`config.mk`:
```
export PLATFORM = sky130hd
export DESIGN_NAME = rau_ctrl
export DESIGN_NICKNAME = d
export VERILOG_FILES = /design/src/rau_pkg.sv /design/src/rau_ctrl.sv
export SDC_FILE = /design/constraint.sdc
export NUM_CORES = 1
export LEC_CHECK = 0
export BUFFER_PORTS_ARGS = -buffer_cell sky130_fd_sc_hd__clkbuf_2
export CAP_MARGIN = 20
export CELL_PAD_IN_SITES_DETAIL_PLACEMENT = 0
export CELL_PAD_IN_SITES_GLOBAL_PLACEMENT = 1
export CORE_AREA = 2 2 39 41
export CTS_BUF_LIST = sky130_fd_sc_hd__clkbuf_2
export CTS_CLUSTER_SIZE = 8
export DETAILED_ROUTE_END_ITERATION = 12
export DIE_AREA = 0 0 41 43
export PLACE_DENSITY_LB_ADDON = 0.3
export SLEW_MARGIN = 20
export SYNTH_ARGS = -nofsm -noshare
export SYNTH_HDL_FRONTEND = slang
export SYNTH_SLANG_ARGS = --single-unit
```
`constraint.sdc`:
```
create_clock -name clk -period 1.85 [get_ports clk]
set_input_delay 0.37 -clock clk [delete_from_list [all_inputs] [get_ports clk]]
set_output_delay 0.37 -clock clk [all_outputs]
set_load 0.02 [all_outputs]
```
`src/rau_pkg.sv`:
```
`default_nettype none
package rau_pkg;
    localparam logic [2:0] CMD_ADD = 3'd0;
    localparam logic [2:0] CMD_SUB = 3'd1;
    localparam logic [2:0] CMD_MUL = 3'd2;
    localparam logic [2:0] CMD_DIV = 3'd3;
    localparam logic [2:0] CMD_CMP = 3'd4;
    localparam logic [2:0] CMD_NORM = 3'd5;
    localparam logic [1:0] ERR_OK = 2'd0;
    localparam logic [1:0] ERR_DIV0 = 2'd1;
    localparam logic [1:0] ERR_OVF = 2'd2;

    typedef struct packed {
        logic load;
        logic mul;
        logic chk;
        logic gstep;
        logic qstart;
        logic qstep;
    } rau_cmd_t;

    typedef struct packed {
        logic done_early;
        logic g_done;
        logic q_done;
    } rau_sts_t;
endpackage
`default_nettype wire

```
`src/rau_ctrl.sv`:
```
`default_nettype none
module rau_ctrl (
    input  wire logic clk,
    input  wire logic rst_n,
    input  wire logic s_tvalid,
    output logic s_tready,
    output logic m_tvalid,
    input  wire logic m_tready,
    output rau_pkg::rau_cmd_t ctl,
    input  wire rau_pkg::rau_sts_t sts
);
    import rau_pkg::*;
    typedef enum logic [6:0] {
        S_IDLE = 7'b0000001,
        S_MUL  = 7'b0000010,
        S_CHK  = 7'b0000100,
        S_DEC  = 7'b0001000,
        S_GCD  = 7'b0010000,
        S_DIV  = 7'b0100000,
        S_OUT  = 7'b1000000
    } state_t;
    state_t state_reg, state_next;

    always_comb
    begin
        state_next = state_reg;
        ctl = '0;
        s_tready = 1'b0;
        m_tvalid = 1'b0;
        unique case (state_reg)
            S_IDLE:
            begin
                s_tready = 1'b1;
                ctl.load = s_tvalid;
                if (s_tvalid) state_next = S_MUL;
            end
            S_MUL:
            begin
                ctl.mul = 1'b1;
                state_next = S_CHK;
            end
            S_CHK:
            begin
                ctl.chk = 1'b1;
                state_next = S_DEC;
            end
            S_DEC:
            begin
                state_next = sts.done_early ? S_OUT : S_GCD;
            end
            S_GCD:
            begin
                if (sts.g_done)
                begin
                    ctl.qstart = 1'b1;
                    state_next = S_DIV;
                end
                else
                begin
                    ctl.gstep = 1'b1;
                end
            end
            S_DIV:
            begin
                ctl.qstep = 1'b1;
                if (sts.q_done) state_next = S_OUT;
            end
            S_OUT:
            begin
                m_tvalid = 1'b1;
                if (m_tready) state_next = S_IDLE;
            end
            default: state_next = S_IDLE;
        endcase
    end

    always_ff @(posedge clk or negedge rst_n)
    begin
        if (!rst_n) state_reg <= S_IDLE;
        else state_reg <= state_next;
    end
endmodule
`default_nettype wire

```
# ---- After elaboration in Yosys (flattened, before gate mapping)
# Index checks and enable logic that the tools add are counted.
dict set report totals {
  register_bits 7
  inputBits 7
  word_cells 28
  output_inout_bits 8
}
dict set report op_classes {
  n_reduce_logical 1
  mux 15
  eq_ne 11
}
# op n
set ops {}
lappend ops {{$pmux W7 S7} 1}
lappend ops {{$mux W7} 5}
lappend ops {{$mux W1} 8}
lappend ops {{$ne A2 B2 Y1 const B} 4}
lappend ops {{$eq A7 B1 Y1 const B} 1}
lappend ops {{$eq A7 B2 Y1 const B} 1}
lappend ops {{$eq A7 B3 Y1 const B} 1}
lappend ops {{$eq A7 B4 Y1 const B} 1}
lappend ops {{$eq A7 B5 Y1 const B} 1}
lappend ops {{$eq A7 B6 Y1 const B} 1}
lappend ops {{$eq A7 B7 Y1 const B} 1}
lappend ops {{$reduce_and A4 Y1} 1}
lappend ops {{$mux W2} 1}

# ---- Logic depth before layout (Yosys ltp)
dict set report logic_depth {
  ltp_word 3
  ltp_mapped 5
  mapped_depth_nobuf 4
}

# ---- Worst setup path before layout
# Ideal clock, no wire load.
dict set report synth_timing {
  kind {register -> output}
  start {register state_reg[3]}
  end {output port ctl[3] (netlist name)}
  n_path_buf 0
  path_stages_with_launch 3
  t_arrival_ns 1.717
  t_required_ns 1.480
  setup_slack_ns -0.237
  cell_sequence {dfrtp_1 or4_4 nor4b_1}
}
# element line_no
set synth_rtl {}
lappend synth_rtl {{start: declaration} rau_ctrl.sv:22} ;# state_t state_reg, state_next;
lappend synth_rtl {{start signal: assignment} rau_ctrl.sv:80} ;# else state_reg <= state_next;
lappend synth_rtl {{end: declaration} rau_ctrl.sv:9} ;# output rau_pkg::rau_cmd_t ctl,

==> summary by stage <==
Finish
The number of inserted filler cells in the final layout is 124. The share of the core filled with cells in the final layout is 52.26%. The number of non-filler instances in the completed layout is 92. Summing all flip-flop and latch instances after layout gives 176.4 um2. After the last flow step, the layout net total stands at between 80 and 90. The register with the most flip-flops in the layout has 7 of them. The share of post-route cells with drive strength above 1 is about half. The repair_antennas step left the layout with diodes totalling 0. Summing all multi-input logic gate instances after layout gives roughly 320 um2.

Relative to the synthesized area, the layout overhead comes to 57.92%.

Place
Input and output buffers added on the ports amount to 14. The congestion estimate from routability-driven global placement came to between 0.6 and 0.7. Once placement completed, the tool counted placed cells totaling 84. The placement-stage worst setup slack is -0.1013 ns. The sum of net half-perimeters after detailed placement is roughly 800 um.

Worst setup path
STA puts the critical path data arrival time at ~1.8 ns. The peak fanout along the critical path is 4. STA classifies the critical path endpoint as an output port.

Measured in cells, the most critical reg-to-reg path has a length of 4. The kind of critical path is reg -> out. The worst path required time is ~1.5 ns. The worst setup path is launched from a flip-flop.

Route
The sum of routed wire length over all layers is about 1.1 mm. In the routed layout, each cell is associated on average with a via count of roughly 5.0. The wire length per cell is 12.23 um.

For this run, design rule violations remaining after detail routing come to 0. The count of routing violations after the opening detailed-route iteration is 9. The detailed-routing iteration count for the pre-antenna-repair pass is 4. The detailed router placed 459 vias in this run.

Once detail routing completed, the nets flagged for antenna violations numbered 0.

Synthesis
After Yosys synthesis, XOR and XNOR cells account for 1.913% of the synthesized area. Yosys mapped a number of flops with a built-in enable equal to 0. The number of distinct library cells after synthesis is 28.

The most numerous cell in the Yosys netlist is dfrtp_1. In this run, synthesis produced a sequential element count of 7. By area the synthesized netlist is led by dfrtp_1 33%, nor4b_1 7.7%, dfstp_2 5.7%, nor4b_4 5.2%, and2_1 4.1%.

After synthesis, the largest family of logic cells by area is simple AND/OR/NAND/NOR gates. Counting every instance in the synthesized netlist gives 49. The commonest register cell after synthesis is dfrtp_1. The synthesized netlist occupies a cell area of between 400 and 500 um2. Summing the areas of all compound-gate instances in the mapped netlist gives about 13% of the synthesized area. The average footprint of a synthesized cell is roughly 9.3 um2.

The number of nets in the synthesized netlist is 56. In the synthesized netlist, the cells that appear most often are 6 x dfrtp_1, 4 x nor4b_1, 3 x and2_1, 3 x nand2_1, 3 x nor2_1. The fraction of synthesized area in multiplexers is 0%.

After Yosys synthesis, full adders, half adders and majority gates account for 0% of the synthesized area. The synthesized design spends more area on one cell type than any other, namely dfrtp_1. During synthesis, Yosys emitted a total of 0 warnings. The share of the synthesized area in the top cell type is 32.79%.

The sequential area share after synthesis is 38.52%. The fraction of the mapped netlist area in simple logic gates is ~44%. The share of synthesized flip-flops with an asynchronous set or reset is between 90% and 100%.

STA
The worst pin sits at a relative slew slack of roughly 75%. The smallest setup slack after layout is -0.3276 ns. Across the routed clock network, the largest skew measured is approximately 0.013 ns. The number of max-slew violations in the final report is 0. The count of final hold-check violations is 0. The tightest hold path in the finished design has a slack of about 0.37 ns. The final setup violation count is 6. Timing would allow up to 459.2 MHz.

Setup repair after global routing could not meet its margin everywhere. The routed design could run at a clock period as short as 2.178 ns. After layout, the worst path uses 117.7% of the clock period. For the pin with the worst max-slew slack, the measured transition is about 0.38 ns.

Global route
Entering global routing, the biggest net connects 10 pins. The global-route usage over all layers is between 10% and 20%. The global-route wire length before repair is ~1.8 mm. The number of antenna violations at the first check in global routing is 0.

The via count of the first global-routing pass came to 439. The overall overflow remaining after global route is 0.

Floorplan
For this configuration, the core starts out at a cell density of 33.09%. The floorplan step defined a core boundary enclosing between 0.001 and 0.0015 mm2. The die covers 0.001763 mm2.

The number of rows created at floorplan is 14. The horizontal extent of the die is around 41 um. The die is roughly 43 um tall. The total I/O pin count is 15.

Clock network
The number of levels in the clock H-tree is 1. The number of clock sinks is 7. The insertion delay to the later sink of the worst-skew pair is 0.23 ns. The clock tree from TritonCTS is built. Counting the buffers created by CTS gives 3. After clock tree synthesis, the clock-pin slew on the worst setup and hold paths is about 0.070 ns. The cell sitting at the root of the clock tree is a clkbuf_2. No sink is reached through more buffers than the 2 on the longest clock path.

Pwr
The total leakage power is around 0.36 nW. The total power divided by cell area is between 1000 and 1500 mW/mm2. The total power of the final layout is between 800 and 900 uW. IR analysis of the VDD net gives a maximum drop of roughly 0.0007 V.

Hold path
The path type of the worst min-delay path is in -> reg. The worst hold path was traced through 2 stages.

Status
The flow ran to the end, but the final reports show violations. The final reports fail on negative setup slack.

Flow run
The number of max-capacitance violations reported is 0.
-- per-stage QoR --
step / cell area (um2) / setup TNS [ns]
6_report: 723.2 / -1.063
5_1_grt: 723.2 / -1.661
4_1_cts: 680.7 / -0.9878
3_5_place_dp: 593.1 / -0.1023
3_3_place_gp: 593.1 / -0.07307
2_1_floorplan: 457.9 / -0.7068
-- routing by layer --
| layer | global-route usage [%] | vias to the layer above | share of wire (%) |
|---|---|---|---|
| met4 | 6.000 | 0 | 1.2 |
| met2 | 23.75 | 12 | 50 |
| met3 | 6.283 | 2 | 4.6 |
| met1 | 19.47 | 210 | 45 |
| li1 | - | 235 | - |
| met5 | 0 | - | 0 |
-- final timing paths --
check | from | end | slack [ns]
max | state_reg[3]$_DFFE_PN0P_ | ctl[5] | -0.33
min | s_tvalid | state_reg[1]$_DFFE_PN0P_ | 0.37
max reg2reg | state_reg[3]$_DFFE_PN0P_ | state_reg[3]$_DFFE_PN0P_ | 0.23
min reg2reg | state_reg[4]$_DFFE_PN0P_ | state_reg[0]$_DFFE_PN1P_ | 0.66
max in group asynchronous | rst_n | state_reg[0]$_DFFE_PN1P_ | 1.11
min in group asynchronous | rst_n | state_reg[1]$_DFFE_PN0P_ | 0.50
-- cells in the final DEF (no fill, tap or decap), drive strengths merged, types with 2 or more instances in the layout --
cell type | Yosys | layout
and2 | 3 | 3
buf | 0 | 13
clkbuf | 2 | 15
dfrtp | 6 | 6
inv | 2 | 2
nand2 | 3 | 3
nand2b | 2 | 2
nand3 | 2 | 2
nor2 | 3 | 3
nor2b | 2 | 2
nor3 | 2 | 2
nor4b | 5 | 5
o2bb2ai | 2 | 2
-- layout make-up --
cell class | count | area share [%]
sequential | 7 | 24.39
multi-input combinational | 38 | 43.94
inverter | 2 | 1.038
clock buffer | 4 | 2.768
tap | 16 | 2.768
timing repair buffer | 25 | 25.09
-- worst max-delay path, stage by stage, from the launching register on --
cell	delay (ns)
dfrtp_1	0.38
or4_4	0.57
nor4b_4	0.33
and2_4	0.20
buf_8	0.11
-- report_power, final --
part	total, mW	internal [mW]	switching (mW)
Sequential	0.277	0.194	0.0826
Clock	0.110	0.0573	0.0524
Combinational	0.504	0.277	0.227
-- cells by family after synthesis --
logic type / Yosys count
AOI/OAI and AO/OA: 8
buffers and inverters: 4
DFF: 7
and+or+nand+nor: 29
xor gates and xnor gates: 1
-- timing repair --
| action | 4_1_cts | 5_1_grt |
|---|---|---|
| gates cloned | 0 | 0 |
| endpoints found under the hold margin | 6 | 0 |
| setup buffers | 2 | 1 |
| endpoints found under the setup margin | 7 | 8 |
| gates resized for setup | 10 | 9 |
| pin swaps | 5 | 3 |
| hold buffers | 1 | 0 |
(Power assumes the default switching activity.)
